**src/rtl/brlre_pkg.sv**
```systemverilog
// ----------------------------------------------------------------------------
// brlre_pkg
// Shared types and constants for the binary run-length Rice encoder.
// ----------------------------------------------------------------------------
package brlre_pkg;

    // Largest Rice parameter; run counter width follows from it
    localparam int MAX_K     = 15;
    localparam int K_W       = 4;
    localparam int RUN_W     = MAX_K;
    localparam int MOD_W     = RUN_W + 1;

    // Longest code burst from one source bit: one, zero, k bits, end bit
    localparam int CODE_MAX  = MAX_K + 3;
    localparam int CNT_W     = $clog2(CODE_MAX + 1);

    // Command queue between front and back
    localparam int QUEUE_DEPTH = 4;
    localparam int QPTR_W      = $clog2(QUEUE_DEPTH);
    localparam int QCNT_W      = $clog2(QUEUE_DEPTH + 1);

    // Configuration port
    localparam int CFG_IDX_W  = 2;
    localparam int CFG_DATA_W = K_W;

    typedef enum logic [CFG_IDX_W-1:0] {
        CFG_RICE_K    = 2'd0,
        CFG_MPS_BIT   = 2'd1,
        CFG_DIFF_MODE = 2'd2
    } t_cfg_index;

    // Source word
    typedef struct packed {
        logic in_bit;
        logic stream_end;
    } t_in_word;

    // Code word
    typedef struct packed {
        logic code_bit;
        logic burst_last;
    } t_out_word;

    // Burst command: bits right-aligned, bits[len-1] goes out first
    typedef struct packed {
        logic [CODE_MAX-1:0] bits;
        logic [CNT_W-1:0]    len;
    } t_cmd;

endpackage

```
**src/rtl/brlre_front.sv**
```systemverilog
// ----------------------------------------------------------------------------
// brlre_front
// Holds configuration and run state, classifies each source bit as MPS or
// LPS and builds the whole code burst it causes as one command.
// ----------------------------------------------------------------------------
module brlre_front (
    input  logic                               i_clk,
    input  logic                               i_rst_n,
    input  logic                               i_cfg_we,
    input  logic [brlre_pkg::CFG_IDX_W-1:0]    i_cfg_index,
    input  logic [brlre_pkg::CFG_DATA_W-1:0]   i_cfg_data,
    input  logic                               i_accept,
    input  brlre_pkg::t_in_word                i_word,
    output logic                               o_push,
    output brlre_pkg::t_cmd                    o_cmd
);

    logic [brlre_pkg::K_W-1:0]   r_rice_k;
    logic                        r_mps_bit;
    logic                        r_diff_mode;
    logic [brlre_pkg::RUN_W-1:0] r_run;
    logic                        r_prev_raw;
    logic                        r_started;

    logic [brlre_pkg::K_W-1:0]      k_eff;
    logic [brlre_pkg::MOD_W-1:0]    run_next;
    logic [brlre_pkg::MOD_W-1:0]    modulus;
    logic                           coded;
    logic                           is_mps;
    logic                           grp_done;
    logic [brlre_pkg::RUN_W-1:0]    run_mps;
    logic                           has_one;
    logic                           has_body;
    logic [brlre_pkg::RUN_W-1:0]    rem_val;
    logic [brlre_pkg::RUN_W-1:0]    rem_mask;
    logic [brlre_pkg::CNT_W-1:0]    body_len;
    logic [brlre_pkg::CODE_MAX-1:0] v1;
    logic [brlre_pkg::CODE_MAX-1:0] v2;
    logic [brlre_pkg::CODE_MAX-1:0] v3;
    logic [brlre_pkg::CNT_W-1:0]    l1;
    logic [brlre_pkg::CNT_W-1:0]    l2;
    logic [brlre_pkg::CNT_W-1:0]    l3;

    // Classify the source bit
    always_comb begin
        k_eff    = (r_rice_k > brlre_pkg::K_W'(brlre_pkg::MAX_K))
                   ? brlre_pkg::K_W'(brlre_pkg::MAX_K) : r_rice_k;
        modulus  = brlre_pkg::MOD_W'(1) << k_eff;
        run_next = {1'b0, r_run} + brlre_pkg::MOD_W'(1);
        coded    = (r_diff_mode && r_started) ? (i_word.in_bit ^ r_prev_raw)
                                              : i_word.in_bit;
        is_mps   = (coded == r_mps_bit);
        grp_done = (run_next >= modulus);
        run_mps  = grp_done ? '0 : run_next[brlre_pkg::RUN_W-1:0];
        has_one  = is_mps && grp_done;
        has_body = !is_mps || i_word.stream_end;
        // LPS codes the old run; final MPS codes the updated run
        rem_val  = is_mps ? run_mps : r_run;
        rem_mask = brlre_pkg::RUN_W'((modulus - brlre_pkg::MOD_W'(1)));
        body_len = brlre_pkg::CNT_W'(k_eff) + brlre_pkg::CNT_W'(1);
    end

    // Assemble burst: optional one, zero plus remainder, optional end bit
    always_comb begin
        v1 = has_one ? brlre_pkg::CODE_MAX'(1) : '0;
        l1 = has_one ? brlre_pkg::CNT_W'(1) : '0;
        if (has_body) begin
            v2 = (v1 << body_len) | brlre_pkg::CODE_MAX'(rem_val & rem_mask);
            l2 = l1 + body_len;
        end else begin
            v2 = v1;
            l2 = l1;
        end
        if (i_word.stream_end) begin
            v3 = {v2[brlre_pkg::CODE_MAX-2:0], !is_mps};
            l3 = l2 + brlre_pkg::CNT_W'(1);
        end else begin
            v3 = v2;
            l3 = l2;
        end
    end

    assign o_cmd.bits = v3;
    assign o_cmd.len  = l3;
    assign o_push     = i_accept && (l3 != '0);

    // Configuration registers
    always_ff @(posedge i_clk) begin
        if (!i_rst_n) begin
            r_rice_k    <= '0;
            r_mps_bit   <= 1'b1;
            r_diff_mode <= 1'b0;
        end else if (i_cfg_we) begin
            case (i_cfg_index)
                brlre_pkg::CFG_RICE_K:    r_rice_k    <= i_cfg_data;
                brlre_pkg::CFG_MPS_BIT:   r_mps_bit   <= i_cfg_data[0];
                brlre_pkg::CFG_DIFF_MODE: r_diff_mode <= i_cfg_data[0];
                default: ;
            endcase
        end
    end

    // Run state; end of stream starts a fresh stream
    always_ff @(posedge i_clk) begin
        if (!i_rst_n) begin
            r_run      <= '0;
            r_prev_raw <= 1'b0;
            r_started  <= 1'b0;
        end else if (i_accept) begin
            if (i_word.stream_end) begin
                r_run      <= '0;
                r_prev_raw <= 1'b0;
                r_started  <= 1'b0;
            end else begin
                r_run      <= is_mps ? run_mps : '0;
                r_prev_raw <= i_word.in_bit;
                r_started  <= 1'b1;
            end
        end
    end

    // Assertions
    a_len_bound: assert property (@(posedge i_clk) disable iff (!i_rst_n)
        o_push |-> (o_cmd.len <= brlre_pkg::CNT_W'(brlre_pkg::CODE_MAX)))
        else $error("burst longer than maximum");
    a_run_clear: assert property (@(posedge i_clk) disable iff (!i_rst_n)
        (i_accept && i_word.stream_end) |=> (r_run == '0 && !r_started))
        else $error("stream end did not clear run state");
    a_lps_emits: assert property (@(posedge i_clk) disable iff (!i_rst_n)
        (i_accept && !is_mps) |-> o_push)
        else $error("LPS bit produced no code");

endmodule

```
**src/rtl/brlre_queue.sv**
```systemverilog
// ----------------------------------------------------------------------------
// brlre_queue
// Short command FIFO between the front and the back serializer.
// ----------------------------------------------------------------------------
module brlre_queue (
    input  logic            i_clk,
    input  logic            i_rst_n,
    input  logic            i_push,
    input  brlre_pkg::t_cmd i_cmd,
    output logic            o_full,
    input  logic            i_pop,
    output logic            o_valid,
    output brlre_pkg::t_cmd o_cmd
);

    brlre_pkg::t_cmd                 r_mem [brlre_pkg::QUEUE_DEPTH];
    logic [brlre_pkg::QPTR_W-1:0]    r_wr_ptr;
    logic [brlre_pkg::QPTR_W-1:0]    r_rd_ptr;
    logic [brlre_pkg::QCNT_W-1:0]    r_count;

    assign o_full  = (r_count == brlre_pkg::QCNT_W'(brlre_pkg::QUEUE_DEPTH));
    assign o_valid = (r_count != '0);
    assign o_cmd   = r_mem[r_rd_ptr];

    // Storage
    always_ff @(posedge i_clk) begin
        if (i_push) begin
            r_mem[r_wr_ptr] <= i_cmd;
        end
    end

    // Pointers and fill count
    always_ff @(posedge i_clk) begin
        if (!i_rst_n) begin
            r_wr_ptr <= '0;
            r_rd_ptr <= '0;
            r_count  <= '0;
        end else begin
            if (i_push) begin
                r_wr_ptr <= r_wr_ptr + brlre_pkg::QPTR_W'(1);
            end
            if (i_pop) begin
                r_rd_ptr <= r_rd_ptr + brlre_pkg::QPTR_W'(1);
            end
            case ({i_push, i_pop})
                2'b10:   r_count <= r_count + brlre_pkg::QCNT_W'(1);
                2'b01:   r_count <= r_count - brlre_pkg::QCNT_W'(1);
                default: r_count <= r_count;
            endcase
        end
    end

    // Assertions
    a_no_overflow: assert property (@(posedge i_clk) disable iff (!i_rst_n)
        !(i_push && o_full))
        else $error("push into full queue");
    a_no_underflow: assert property (@(posedge i_clk) disable iff (!i_rst_n)
        !(i_pop && !o_valid))
        else $error("pop from empty queue");
    a_count_bound: assert property (@(posedge i_clk) disable iff (!i_rst_n)
        r_count <= brlre_pkg::QCNT_W'(brlre_pkg::QUEUE_DEPTH))
        else $error("fill count out of range");

endmodule

```
**src/rtl/brlre_back.sv**
```systemverilog
// ----------------------------------------------------------------------------
// brlre_back
// Serializes burst commands to an output register, one bit per cycle unless stalled.
// ----------------------------------------------------------------------------
module brlre_back (
    input  logic                 i_clk,
    input  logic                 i_rst_n,
    input  logic                 i_cmd_valid,
    input  brlre_pkg::t_cmd      i_cmd,
    output logic                 o_cmd_pop,
    output logic                 o_out_valid,
    input  logic                 i_out_ready,
    output brlre_pkg::t_out_word o_out_word
);

    logic [brlre_pkg::CODE_MAX-1:0] r_bits;
    logic [brlre_pkg::CNT_W-1:0]    r_cnt;
    logic                           r_out_valid;
    brlre_pkg::t_out_word           r_out_word;

    logic                        load_out;
    logic                        emit;
    logic [brlre_pkg::CNT_W-1:0] idx;

    // Output register frees up when empty or taken
    assign load_out  = !r_out_valid || i_out_ready;
    assign emit      = load_out && (r_cnt != '0);
    assign idx       = r_cnt - brlre_pkg::CNT_W'(1);
    // Fetch next command when idle or as the current one sends its last bit
    assign o_cmd_pop = i_cmd_valid &&
                       ((r_cnt == '0) || ((r_cnt == brlre_pkg::CNT_W'(1)) && load_out));

    // Shift state
    always_ff @(posedge i_clk) begin
        if (!i_rst_n) begin
            r_cnt <= '0;
        end else if (o_cmd_pop) begin
            r_cnt <= i_cmd.len;
        end else if (emit) begin
            r_cnt <= idx;
        end
    end

    always_ff @(posedge i_clk) begin
        if (o_cmd_pop) begin
            r_bits <= i_cmd.bits;
        end
    end

    // Output stage
    always_ff @(posedge i_clk) begin
        if (!i_rst_n) begin
            r_out_valid <= 1'b0;
        end else if (load_out) begin
            r_out_valid <= emit;
        end
    end

    always_ff @(posedge i_clk) begin
        if (emit) begin
            r_out_word.code_bit   <= r_bits[idx];
            r_out_word.burst_last <= (r_cnt == brlre_pkg::CNT_W'(1));
        end
    end

    assign o_out_valid = r_out_valid;
    assign o_out_word  = r_out_word;

    // Assertions
    a_cnt_bound: assert property (@(posedge i_clk) disable iff (!i_rst_n)
        r_cnt <= brlre_pkg::CNT_W'(brlre_pkg::CODE_MAX))
        else $error("bit count out of range");
    a_last_flag: assert property (@(posedge i_clk) disable iff (!i_rst_n)
        (emit && r_cnt == brlre_pkg::CNT_W'(1)) |=> r_out_word.burst_last)
        else $error("burst end not flagged");
    a_pop_safe: assert property (@(posedge i_clk) disable iff (!i_rst_n)
        (o_cmd_pop && r_cnt != '0) |-> emit)
        else $error("command fetched over unsent bits");

endmodule

```
**src/rtl/binary_run_length_rice_encoder.sv**
```systemverilog
// ----------------------------------------------------------------------------
// binary_run_length_rice_encoder
// Run-length Golomb-Rice coder of a binary source, bit-serial code output.
//
//   channel  direction  handshake                  payload
//   in       input      i_in_valid / o_in_ready    i_in_word  (t_in_word)
//   out      output     o_out_valid / i_out_ready  o_out_word (t_out_word)
//   cfg      input      i_cfg_we                   i_cfg_index, i_cfg_data
//
// One source word is taken per cycle while the FIFO has room; its code burst
// (0 to k+3 bits) is queued in a 4-entry command FIFO and sent one code word
// per cycle while the output is taken. Sustained input rate is bounded by the
// serializer: one code bit per cycle. o_in_ready drops only while the command FIFO is full.
// Reset is synchronous, active low; no clearing pass is needed.
// ----------------------------------------------------------------------------
module binary_run_length_rice_encoder (
    input  logic                               i_clk,
    input  logic                               i_rst_n,
    input  logic                               i_in_valid,
    output logic                               o_in_ready,
    input  brlre_pkg::t_in_word                i_in_word,
    output logic                               o_out_valid,
    input  logic                               i_out_ready,
    output brlre_pkg::t_out_word               o_out_word,
    input  logic                               i_cfg_we,
    input  logic [brlre_pkg::CFG_IDX_W-1:0]    i_cfg_index,
    input  logic [brlre_pkg::CFG_DATA_W-1:0]   i_cfg_data
);

    logic            in_accept;
    logic            push;
    logic            full;
    logic            pop;
    logic            q_valid;
    brlre_pkg::t_cmd f_cmd;
    brlre_pkg::t_cmd q_cmd;

    assign o_in_ready = !full;
    assign in_accept  = i_in_valid && !full;

    // Front: classify and build bursts
    brlre_front u_front (
        .i_clk       (i_clk),
        .i_rst_n     (i_rst_n),
        .i_cfg_we    (i_cfg_we),
        .i_cfg_index (i_cfg_index),
        .i_cfg_data  (i_cfg_data),
        .i_accept    (in_accept),
        .i_word      (i_in_word),
        .o_push      (push),
        .o_cmd       (f_cmd)
    );

    // Command FIFO
    brlre_queue u_queue (
        .i_clk   (i_clk),
        .i_rst_n (i_rst_n),
        .i_push  (push),
        .i_cmd   (f_cmd),
        .o_full  (full),
        .i_pop   (pop),
        .o_valid (q_valid),
        .o_cmd   (q_cmd)
    );

    // Back: bit serializer
    brlre_back u_back (
        .i_clk       (i_clk),
        .i_rst_n     (i_rst_n),
        .i_cmd_valid (q_valid),
        .i_cmd       (q_cmd),
        .o_cmd_pop   (pop),
        .o_out_valid (o_out_valid),
        .i_out_ready (i_out_ready),
        .o_out_word  (o_out_word)
    );

endmodule

```
**config.mk**
```make
export PLATFORM = sky130hd
export DESIGN_NAME = binary_run_length_rice_encoder
export DESIGN_NICKNAME = d
export VERILOG_FILES = /design/src/rtl/brlre_pkg.sv /design/src/rtl/brlre_front.sv /design/src/rtl/brlre_queue.sv /design/src/rtl/brlre_back.sv /design/src/rtl/binary_run_length_rice_encoder.sv
export SDC_FILE = /design/constraint.sdc
export NUM_CORES = 1
export LEC_CHECK = 0
export BUFFER_PORTS_ARGS = -buffer_cell sky130_fd_sc_hd__buf_2
export CORE_MARGIN = 2
export CORE_UTILIZATION = 23
export CTS_BUF_LIST = sky130_fd_sc_hd__clkbuf_16
export CTS_CLUSTER_DIAMETER = 30
export DETAILED_ROUTE_END_ITERATION = 16
export PLACE_DENSITY = 0.5
export RECOVER_POWER = 50
export SLEW_MARGIN = 0
export SYNTH_ARGS = -nofsm -noshare
export SYNTH_HDL_FRONTEND = slang
export SYNTH_SLANG_ARGS = --single-unit
```
**constraint.sdc**
```tcl
create_clock -name i_clk -period 6.6 [get_ports i_clk]
set_input_delay 0.33 -clock i_clk [delete_from_list [all_inputs] [get_ports i_clk]]
set_output_delay 0.33 -clock i_clk [all_outputs]
set_load 0.01 [all_outputs]
```
# [Word level (Yosys, flattened, before mapping)]
# Memory sizes are Yosys's and may differ from the RTL's. A register that Yosys moved wholly into a read port is not among the register bits.
# Index checks and enable logic that the tools add are counted.
# W data, S select, Z words.
[totals] word_cells=86 ff_bits=56 mem_bits_rw=92 inputBits=13 romBits=0 memories=1 latch_bits=0 out_inout_bits=4
[mem_list] name="u_queue.r_mem" depth=4 width=23 rd=1 rd_ports_with_merged_regs=1 write_ports=1 line="brlre_queue.sv:16" rtl="brlre_pkg::t_cmd r_mem [brlre_pkg::QUEUE_DEPTH];"
[op_classes] n_bitwise=3 multipliers=0 n_shift=2 n_eq_ne=7 n_div=0 mux=23 n_reduce_logical=23 magnitude_cmp=3 addsub=10
[ops] op="$mux W15" count=4
[ops] op="$mux W18" count=2
[ops] op="$mux W5" count=4
[ops] op="$or A18 B18 Y18" count=1
[ops] op="$shl A18 B5 Y18" count=1
[ops] op="$add A15 B1 Y16 const B" count=1
[ops] op="$ge A16 B16 Y1" count=1
[ops] op="$shl A1 B4 Y16 const A" count=1
[ops] op="$and A15 B15 Y15" count=1
[ops] op="$sub A15 B1 Y15 const B" count=1
[ops] op="$reduce_bool A5 Y1" count=2
[ops] op="$mux W1" count=8
[ops] op="$logic_and A1 B1 Y1" count=7
[ops] op="$lt A5 B6 Y1 const B" count=1
[ops] op="$pmux W3 S2" count=1
[ops] op="$reduce_and A2 Y1" count=3
[ops] op="$add A4 B1 Y5 const B" count=1
[ops] op="$add A5 B1 Y5 const B" count=1
[ops] op="$add A5 B5 Y5" count=1
[ops] op="$bmux W1 S5" count=1
[ops] op="$eq A5 B1 Y1 const B" count=1
[ops] op="$logic_not A5 Y1" count=1
[ops] op="$sub A5 B1 Y5 const B" count=1
[ops] op="$add A2 B1 Y2 const B" count=2
[ops] op="15 further kinds" count=23

# [Depth between registers and ports, before layout]
# Gate-level depths: netlist (run 1).
[depth] depth_word=14 ltp_mapped=28 depth_no_buf=28

# [Hierarchy]
# Synthesis (run 1) repeated with hierarchy kept, for this count alone.
[hier_totals] cells_unflattened=712 hier_area_um2=8309.2
[modules_own_cells] mod="brlre_queue" seq_area_each_um2=2942.8 area_each_um2=3804.9 cells_per_inst=166 n_inst=1
[modules_own_cells] mod="brlre_front" seq_area_each_um2=460.4 area_each_um2=3315.7 cells_per_inst=466 n_inst=1
[modules_own_cells] mod="brlre_back" seq_area_each_um2=720.7 area_each_um2=1178.6 cells_per_inst=78 n_inst=1
[modules_own_cells] mod="binary_run_length_rice_encoder" seq_area_each_um2=0.0 area_each_um2=10.0 cells_per_inst=2 n_inst=1

# [Worst setup path after synthesis (run 1)]
# OpenSTA, ideal clock, no wires.
[synth_path] path_kind="register to register" from="register u_front.r_run[2] in the netlist's numbering" to="memory u_queue.r_mem[0][0] in the netlist's numbering, enable pin" setup_time_ns=0.438 path_buffers=1 setup_slack_ns=-0.322 stages_incl_launch_ff=22 t_arrival_ns=6.483 synth_period_minus_slack_ns=6.922 cell_sequence="dfxtp_1 > clkbuf_1 > nand3_1 > nor4_2 > nand4_1 > xnor2_1 > ha_1 > nand4_1 > or4_1 > o32a_1 > and2_1 > nor2_1 > ha_1 > ha_1 > nor2b_1 > ha_1 > xor2_1 > nor3_1 > nor2_1 > o41ai_1 > or2_1 > a21boi_0"
[synth_via] elab_chain_len=12
[synth_rtl] item="from (decl)" line="brlre_front.sv:21" rtl="logic [brlre_pkg::RUN_W-1:0] r_run;"
[synth_rtl] item="from (signal assigned)" line="brlre_front.sv:115" rtl="r_run <= is_mps ? run_mps : '0;"
[synth_rtl] item="$add A15 B1 Y16 (*)" line="brlre_front.sv:49" rtl="run_next = {1'b0, r_run} + brlre_pkg::MOD_W'(1);"
[synth_rtl] item="$ge A16 B16 Y1 (*)" line="brlre_front.sv:53" rtl="grp_done = (run_next >= modulus);"
[synth_rtl] item="$logic_and A1 B1 Y1 (*)" line="brlre_front.sv:55" rtl="has_one = is_mps && grp_done;"
[synth_rtl] item="$mux W1 (*)" line="brlre_front.sv:66" rtl="l1 = has_one ? brlre_pkg::CNT_W'(1) : '0;"
[synth_rtl] item="$add A5 B5 Y5" line="brlre_front.sv:69" rtl="l2 = l1 + body_len;"
[synth_rtl] item="$mux W5 (*)" line="brlre_front.sv:67" rtl="if (has_body) begin"
[synth_rtl] item="$add A5 B1 Y5" line="brlre_front.sv:76" rtl="l3 = l2 + brlre_pkg::CNT_W'(1);"
[synth_rtl] item="$mux W5 (*)" line="brlre_front.sv:74" rtl="if (i_word.stream_end) begin"
[synth_rtl] item="$reduce_bool A5 Y1 (*)" line="brlre_front.sv:85" rtl="assign o_push = i_accept && (l3 != '0);"
[synth_rtl] item="$logic_and A1 B1 Y1 (*)" line="brlre_front.sv:85"
[synth_rtl] item="$mux W1 (*)" line="brlre_queue.sv:27" rtl="if (i_push) begin"
[synth_rtl] item="$mux W1 (implied by the code) (*)" line="brlre_queue.sv:28" rtl="r_mem[r_wr_ptr] <= i_cmd;"
[synth_rtl] item="to (decl)" line="brlre_queue.sv:16"
# Mark *: on every way between the ends. The rest lies on a longest branch, timed or not.

# [Worst setup path in the final report (run 1)]
[layout_path] from="register u_front.r_run[4] in the netlist's numbering" to="register u_queue.r_count[2] in the netlist's numbering"
[layout_via] elab_chain_len=12 elab_cells_between_ends=14 cone_classes="3 x add/sub; 1 x order compare; 2 x eq/ne; 4 x mux; 4 x reduce/logical"
[layout_rtl] item="$add A15 B1 Y16 (*)" line="brlre_front.sv:49"
[layout_rtl] item="$ge A16 B16 Y1 (*)" line="brlre_front.sv:53"
[layout_rtl] item="$logic_and A1 B1 Y1 (*)" line="brlre_front.sv:55"
[layout_rtl] item="$mux W1 (*)" line="brlre_front.sv:66"
[layout_rtl] item="$add A5 B5 Y5" line="brlre_front.sv:69"
[layout_rtl] item="$mux W5 (*)" line="brlre_front.sv:67"
[layout_rtl] item="$add A5 B1 Y5" line="brlre_front.sv:76"
[layout_rtl] item="$mux W5 (*)" line="brlre_front.sv:74"
[layout_rtl] item="$reduce_bool A5 Y1 (*)" line="brlre_front.sv:85"
[layout_rtl] item="$logic_and A1 B1 Y1 (*)" line="brlre_front.sv:85"
[layout_rtl] item="$eq A2 B1 Y1 / $eq A2 B2 Y1 (equally long branches)" line="brlre_queue.sv:45" rtl="case ({i_push, i_pop})"
[layout_rtl] item="$pmux W3 S2 / $reduce_bool A2 Y1 (equally long branches)"
[layout_rtl] item="to (signal assigned)" line="brlre_queue.sv:46" rtl="2'b10: r_count <= r_count + brlre_pkg::QCNT_W'(1);"
[layout_rtl] item="to (signal assigned)" line="brlre_queue.sv:47" rtl="2'b01: r_count <= r_count - brlre_pkg::QCNT_W'(1);"
[layout_rtl] item="to (signal assigned)" line="brlre_queue.sv:48" rtl="default: r_count <= r_count;"
[layout_rtl] item="to (decl)" line="brlre_queue.sv:19" rtl="logic [brlre_pkg::QCNT_W-1:0] r_count;"
# Marked as above.
# A chain may end at the register's enable or synchronous reset.

==> impl_metrics.ini, run 1 <==
[run_status]
status = complete, but fails checks
violations = max-capacitance violations, max-slew violations

[logic_synthesis]
syn_area_um2 = 8180
synth_common_cells = 112 x edfxtp_1, 75 x nand2_1, 64 x nor2_1
synth-seq-cells = 150
ys_warn_count = 0
synth_cell_type_count = 77
synth_edf_count = 112
syn_area_per_cell_um2 = 11.4
netlist_instances = 719
async_flop_share_pct = 0
synth_seq_area_share_pct = 50.4
dominantRegCellSynth = edfxtp_1
synth.largest_area_cell = edfxtp_1
netlist.area_leader.share_pct = 41.1
syn-num-nets = 771
synth_most_common_cell = edfxtp_1
netlist_top_cells_area = edfxtp_1 41%, dfxtp_1 9.3%, mux4_2 7.7%

[layout]
drive_gt1_share_pct = 17.6
design_area_um2 = 9610
num-nets-final = 806
final_util_pct = 27.2
fin_cells = 1228
antenna_cells = 0
area_growth_pct = 17.5

[route]
drc = 0
drtPass1Iterations = 5
dr_total_vias = 5818
drtAntennaViolNets = 0
drtIter0Drc = 603
drt_wl_total_mm = 20.7
detail_route.wl_per_cell_um = 16.8
viasPerCell = 4.74

[clock_tree]
cts_buffers = 17
insertion_delay_ps = 420
clkSlewWorstSetupHoldPaths_ps = 70
clock_tree.root_cell = clkbuf_16
htreeDepth = 4
cts-hold-fix-buffers = 0
cts_sinks = 150
clk_path_buf_depth = 2
ctsResizeCount = 0
cts_setup_buffers = 0
cts_tree = yes

[global_routing]
antenna_found_initial = 0
grt_pass1_wl_mm = 32.7
grt_usage_pct = 11.5
grt_max_degree = 41
grt_pass1_vias = 5709
grt_overflow = 0

[die]
core_area_um2 = 35300
die_y_um = 193
start_util_pct = 23.2
fp.dieW_um = 193
num_rows = 69
ios = 17
dieArea_um2 = 37100

[placed_design]
finalWeightedCongestion = 0.868
port_buffers = 16
place_hpwl_mm = 14.9
placed_area_um2 = 8990
placed_cells = 1196

[worst_setup_path]
cpMostUsedCell = ha_1
crit_path_top_delay_cell = or4_4
cp-end-kind = flop
reg2reg_depth = 25
cpPeakStageDelay_ps = 560
crit_start = u_front.r_run[4]
r2r_start = u_front.r_run[4]
path_delay_family = simple AND/OR/NAND/NOR gates
crit_type = flop to flop
critPathLaunchType = flop
cp_max_fo = 6
critPathBufInv = 2
rr_endpoint = u_queue.r_count[2]
reg2reg_slack_ps = 360
worstPathArrival_ps = 6580
crit_required_ps = 6940

[power]
p_per_area_nw_per_um2 = 317
power_frac_comb_pct = 25.8
peakVddDrop_mv = 0.153
p_clk_share_pct = 31.3
swShare_pct = 30.5
p_sw_uw = 929
finalPower_uw = 3040
p_seq_share_pct = 42.9
intPower_uw = 2120
p_leak_uw = 0.00327

[timing]
hold_viol = 0
slew_viol_final = 24
slew_headroom_pct = -36.6
tightest_slew_ps = 2050
fin_crit_sh_pct = 94.5
setup_viol = 0
finClkSkew_ps = 14.0
period_minus_slack_ps = 6240
clock.fmax_mhz = 160
worst_hold_slack_ps = 147

[hold_path]
hp-class = primary input to flop
min_to = u_front.r_rice_k[3]
worstHoldStart = i_cfg_data[3]
worstHoldPathCells = 3

[job]
cap_violations = 1
sequential cells by signal, indices dropped and copies added (netlist names), named ones only:
register,cells
u_front.r_prev_raw,1
u_front.r_rice_k,4
u_queue.r_mem,92
u_queue.r_rd_ptr,2
u_front.r_run,15
u_front.r_diff_mode,1
u_front.r_mps_bit,1
u_queue.r_count,3
u_back.o_out_word,2
u_queue.r_wr_ptr,2
u_back.o_out_valid,1
u_front.r_started,1
u_back.r_cnt,5
u_back.r_bits,18
power groups by stage:
| stage | clock (uW) | combinational [uW] | sequential, uW |
|---|---|---|---|
| 2_1_floorplan | 0 | 583 | 1310 |
| 3_3_place_gp | 0 | 800 | 1320 |
| 3_5_place_dp | 0 | 800 | 1330 |
| 4_1_cts | 982 | 804 | 1310 |
| 5_1_grt | 1020 | 874 | 1330 |
| 6_report | 954 | 786 | 1310 |
cell type report:
class                      count  area (um^2)
clock buffer                  17          425
clock inverter                15          158
fill                        3633        25700
inverter                      25         93.8
multi-input combinational    505         3870
sequential                   150         4130
tap                          461          577
timing repair buffer          55          357
metrics by stage:
| stage | setup WS (ps) | TNS (ps) |
|---|---|---|
| 6_report | 365 | 0 |
| 5_1_grt | -7.83 | -7.83 |
| 4_1_cts | 140 | 0 |
| 3_5_place_dp | 180 | 0 |
| 3_3_place_gp | 297 | 0 |
| 2_1_floorplan | -322 | -14790 |
per-layer routing:
metal	share of wire [%]	global-route usage, %	vias to the layer above
met5	0	0	-
met4	1.5	2.64	0
met3	3.9	2.13	22
met2	48	19.2	137
met1	47	15.5	2856
li1	-	-	2803
cell families (layout without fill, tap and decap cells):
group	Yosys count	after routing	synth area share, %
buf+inv	64	112	3.09
compound gates	146	146	12.9
xor+xnor	37	37	4.05
fa+ha+maj	39	39	6.06
simple gates	248	248	14.9
flops	150	150	50.4
mux	35	35	8.58
how the worst max path moves through the flow:
| stage | to | slack, ps | cells past startpoint |
|---|---|---|---|
| floorplan | u_queue.r_mem[0][0] | -320 | 21 |
| global placement | u_queue.r_count[2] | 300 | 24 |
| detailed placement | u_queue.r_count[2] | 180 | 26 |
| CTS | u_queue.r_count[2] | 140 | 26 |
| global route | u_queue.r_count[2] | -8 | 25 |
| finish | u_queue.r_count[2] | 360 | 25 |
layout by cell type, fill, tap and decap left out, types with 7 or more instances in the layout:
| cell | count |
|---|---|
| ha_1 | 38 |
| nand4_1 | 13 |
| xnor2_1 | 21 |
| inv_1 | 24 |
| a21oi_1 | 31 |
| clkbuf_16 | 17 |
| nor2b_1 | 8 |
| clkbuf_1 | 7 |
| buf_4 | 36 |
| xor2_1 | 13 |
| mux4_2 | 28 |
| nand3_1 | 23 |
| and2_1 | 12 |
| nand2b_1 | 7 |
| a31oi_1 | 9 |
| buf_2 | 12 |
| nor2_1 | 63 |
| nand2_1 | 75 |
| nor3_1 | 10 |
| dfxtp_1 | 35 |
| a22oi_1 | 10 |
| edfxtp_1 | 112 |
| o21ai_0 | 14 |
worst register-to-register path, cell delays in order, from the launching register on:
cell      delay, ps
dfxtp_1         430
nand3_2         210
nor3_4          320
buf_4           190
nand3_1         120
xnor2_2         180
ha_1            310
nand4_1         100
or4_1           500
o32a_1          300
and2_1          190
nor2_1          170
ha_1            230
ha_1            220
nand2b_1        120
o2111a_1        280
o31a_1          300
or4_4           560
o211ai_2         80
and2_1          160
ha_1            190
inv_1            60
fa_1            370
xor2_1          150
or3_1           300
a21oi_1         130
Power figures use the tool's default switching activity.
==> run 2: changes to the inputs <==
- CORE_UTILIZATION: 23 -> 57
- PLACE_DENSITY: 0.5 -> 0.88
==> run 2 against run 1 <==
Compared with the run above: the flow now finishes without violations; cell area down 4.0%; sequential power about the same; highest routed layer unchanged; die area down 59%; clock skew up 2.0 ps; global-route usage up 18 points; setup slack worse by 50 ps.
==> impl_metrics.ini, run 2 (same netlist as run 1, synthesis figures left out) <==
[run_status]
status = finished clean

[power]
p_sw_uw = 950
p_leak_uw = 0.00323
p_clk_share_pct = 30.9
p_seq_share_pct = 43.4
p_per_area_nw_per_um2 = 332
peakVddDrop_mv = 0.204
intPower_uw = 2110
power_frac_comb_pct = 25.7
swShare_pct = 31.0

[global_routing]
grt_overflow = 0
grt_pass1_wl_mm = 33.6
antenna_found_initial = 0
grt_usage_pct = 29.7
grt_max_degree = 41
grt_pass1_vias = 6190

[layout]
design_area_um2 = 9230
drive_gt1_share_pct = 16.8
final_common_cell = edfxtp_1
layout_common_cells = 112 x edfxtp_1, 75 x nand2_1, 63 x nor2_1
top_regs = u_queue.r_mem: 92 flops, u_back.r_bits: 18 flops, u_front.r_run: 15 flops
num-nets-final = 808
largest_reg_flops = 92
largest-register = u_queue.r_mem
antenna_cells = 0
fin_cells = 949
area_growth_pct = 12.8

[hold_path]
worstHoldPathCells = 3
worstHoldStart = i_cfg_data[3]
min_to = u_front.r_rice_k[3]
hp-class = primary input to flop

[timing]
rsz0062_at_grt = no
slew_viol_final = 0
setup_viol = 0
finClkSkew_ps = 16.0
slew_headroom_pct = 8.66
clock.fmax_mhz = 159
fin_crit_sh_pct = 95.2
period_minus_slack_ps = 6290
finalSetupTns_ps = 0
hold_viol = 0
tightest_slew_ps = 1370

[worst_setup_path]
crit_type = flop to flop
rr_endpoint = u_queue.r_count[2]
cp_max_fo = 7
reg2reg_depth = 25
cp-end-kind = flop
crit_path_top_delay_cell = or4_1
reg2reg_slack_ps = 310
crit_required_ps = 6950
worstPathArrival_ps = 6640
cpPeakStageDelay_ps = 570
critPathLaunchType = flop
cpMostUsedCell = ha_1
crit_start = u_front.r_run[1]
r2r_start = u_front.r_run[1]

[placed_design]
placed_cells = 917
place_hpwl_mm = 14.7
finalWeightedCongestion = 1.02
placed_area_um2 = 8650
port_buffers = 16

[die]
ios = 17
start_util_pct = 58.7
fp.dieW_um = 124
dieArea_um2 = 15300
die_y_um = 124
core_area_um2 = 13900
num_rows = 43

[clock_tree]
clock_tree.root_cell = clkbuf_16
cts_tree = yes
insertion_delay_ps = 440
htreeDepth = 4
clkSlewWorstSetupHoldPaths_ps = 70
cts_sinks = 150
clk_path_buf_depth = 2
cts-hold-fix-buffers = 0
cts_buffers = 17

[route]
viasPerCell = 6.57
drtPass1Iterations = 6
drt_wl_total_mm = 21.3
detail_route.wl_per_cell_um = 22.4
met2_length_mm = 10.5
routed-wl-met3_mm = 1.69
wl_met1_mm = 8.42
top_layer = met4
dr_total_vias = 6237
drc = 0
drtAntennaViolNets = 0
drtIter0Drc = 854

[job]
cap_violations = 0
## run 2: cell count changes in the layout (fill, tap and decap cells not counted), moves of 2 or more
cell	delta
buf_4	-2
clkbuf_1	+4
clkinv_2	+2
inv_8	-3
## run 2: power by group through the flow
stage                     combinational (uW)  clock [uW]  sequential [uW]
after CTS                                801         956             1330
after global routing                     858         997             1350
after detailed placement                 789           0             1340
after global placement                   754           0             1320
after floorplan                          583           0             1310
final                                    787         946             1330
## run 2: worst max-delay path: cells and delay by family (launching register included)
| kind | cells | cell delay, ps |
|---|---|---|
| buf+inv | 2 | 250 |
| flops | 1 | 400 |
| xor+xnor | 2 | 350 |
| simple gates | 11 | 2730 |
| fa+ha+maj | 5 | 1290 |
| compound gates | 5 | 1170 |
## run 2: cell type report
cell class,count,area (um^2)
Sequential cell,150,4130
Clock inverter,15,150
Multi-Input combinational cell,505,3840
Tap cell,180,225
Fill cell,991,4710
Inverter,25,93.8
Timing Repair Buffer,57,359
Clock buffer,17,425
## run 2: metal layers
layer  track usage, %  vias up
li1                 -     2811
met1             37.4     3032
met2             49.7      329
met3             7.19       65
met4             11.8        0
met5                0        -
## run 2: metrics by stage
| step | util [%] | power, uW | hold WS (ps) | setup WS [ps] |
|---|---|---|---|---|
| after floorplan | - | 1890 | 392 | -322 |
| after global placement | 62.1 | 2070 | 440 | 389 |
| after detailed placement | 62.1 | 2130 | 465 | 160 |
| after CTS | 66.2 | 3080 | 118 | 132 |
| after global routing | 66.2 | 3200 | 155 | 17.3 |
| final | 66.2 | 3060 | 126 | 315 |
## run 2: worst max path at each step
stage	slack [ps]	endpoint
6_report	310	u_queue.r_count[2]
5_1_grt	20	u_queue.r_count[2]
4_1_cts	130	u_queue.r_count[2]
3_5_place_dp	160	u_queue.r_count[2]
3_3_place_gp	390	u_queue.r_count[2]
2_1_floorplan	-320	u_queue.r_mem[0][0]
## run 2: timing repair
action / in CTS / in global routing
endpoints found under the setup margin: 0 / 2
buffers inserted: 0 / 0
endpoints found under the hold margin: 0 / 0
gates resized for setup: 0 / 9
==> run 3: changes to the inputs <==
- RECOVER_POWER: 50 -> 25
==> run 3 against run 2 <==
Compared with the run above: setup slack got worse by 3.7 ps; sequential share of layout area barely moved; cell count did not move; fmax barely moved; critical path depth did not move; worst hold slack improved by 2.1 ps; critical path type unchanged; largest power group unchanged.
==> impl_metrics.ini, run 3 (same netlist as run 1, synthesis figures left out) <==
[layout]
fill_cells = 988
top_regs = u_queue.r_mem: 92 flops, u_back.r_bits: 18 flops, u_front.r_run: 15 flops
multi_input_area_um2 = 3840
largest_reg_flops = 92
final_util_pct = 66.3
area_growth_pct = 12.9
num-nets-final = 808
antenna_cells = 0
final_common_cell = edfxtp_1
largest-register = u_queue.r_mem
drive_gt1_share_pct = 17.2
seq_area_um2 = 4130
layout_common_cells = 112 x edfxtp_1, 75 x nand2_1, 63 x nor2_1

[global_routing]
grtUsageMet1_pct = 37.4
met3_usage_pct = 7.19
grt_overflow = 0
busiest_layer = met2
grt_pass1_wl_mm = 33.6
grtUsageMet2_pct = 49.7
grt_usage_pct = 29.7
grt_pass1_vias = 6190
antenna_found_initial = 0
grt_max_degree = 41

[clock_tree]
cts_setup_buffers = 0
cts_buffers = 17
cts_sinks = 150
insertion_delay_ps = 430
clkSlewWorstSetupHoldPaths_ps = 70
cts-hold-fix-buffers = 0
htreeDepth = 4
clock_tree.root_cell = clkbuf_16
clk_path_buf_depth = 2
cts_tree = yes

[worst_setup_path]
critPathBufInv = 2
cp-end-kind = flop
crit_required_ps = 6950
cpMostUsedCell = ha_1
cp_max_fo = 7
worstPathArrival_ps = 6640
crit_path_top_delay_cell = or4_1
crit_type = flop to flop
path_delay_family = simple AND/OR/NAND/NOR gates
cpPeakStageDelay_ps = 570
critPathLaunchType = flop

[placed_design]
port_buffers = 16
finalWeightedCongestion = 1.02
place_ws_ps = 160
place_hpwl_mm = 14.7

[route]
dr_total_vias = 6293
drc = 0
drtIter0Drc = 868
drt_wl_total_mm = 21.4
detail_route.wl_per_cell_um = 22.5
viasPerCell = 6.63
drtPass1Iterations = 6
drtAntennaViolNets = 0

[power]
finalPower_uw = 3060
peakVddDrop_mv = 0.203
p_per_area_nw_per_um2 = 332
p_leak_uw = 0.00324

[timing]
rsz0062_at_grt = no
clock.fmax_mhz = 159
tightest_slew_ps = 1380
hold_viol = 0
slew_headroom_pct = 8.29
worst_hold_slack_ps = 128
setup_viol = 0
timing.final.ws_setup_ps = 311
period_minus_slack_ps = 6290
finClkSkew_ps = 16.3
slew_viol_final = 0
fin_crit_sh_pct = 95.3

[run_status]
status = finished clean

[die]
core_area_um2 = 13900
num_rows = 43
fp.dieW_um = 124
start_util_pct = 58.7
ios = 17
die_y_um = 124
dieArea_um2 = 15300

[hold_path]
hp-class = primary input to flop

[job]
cap_violations = 0
-- run 3: routing by layer --
metal,wire length (um),vias to the layer above
met1,8580,3097
li1,-,2803
met2,10600,326
met3,1510,67
met5,0,-
met4,703,0
-- run 3: where the power goes --
| group | switching, uW | internal, uW | leakage, uW |
|---|---|---|---|
| logic | 448 | 343 | 0.00161 |
| registers | 87.5 | 1240 | 0.00135 |
| clock network | 416 | 529 | 0.000282 |
-- run 3: what timing repair did --
action | in CTS | in global routing
setup endpoints to repair | 0 | 2
hold endpoints to repair | 0 | 0
gates resized for setup | 0 | 9
-- run 3: area by class of cell --
class                      count  share of cell area [%]
clock inverter                15                    1.63
clock buffer                  17                    4.61
inverter                      25                    1.02
sequential                   150                    44.7
tap                          180                    2.44
multi-input combinational    505                    41.6
timing repair buffer          57                    3.97
-- run 3: worst paths after layout --
kind | slack [ps] | depth (start not counted) | startpoint | endpoint
max reg2reg | 310 | 25 | u_front.r_run[1] | u_queue.r_count[2]
max | 310 | 25 | u_front.r_run[1] | u_queue.r_count[2]
min reg2reg | 470 | 2 | u_front.r_prev_raw | u_front.r_prev_raw
min | 130 | 3 | i_cfg_data[3] | u_front.r_rice_k[3]
-- run 3: worst min-delay path, delay by kind of cell --
kind,cells,cell delay [ps]
buffers and inverters,1,70
multiplexers,1,50
AND/OR/NAND/NOR,1,70
-- run 3: metrics by stage --
step                instance area (um^2)  cells  TNS (ps)
floorplan                           8180    719    -14790
global placement                    8650    917         0
detailed placement                  8650    917         0
CTS                                 9230    949         0
global route                        9240    949         0
finish                              9240    949         0
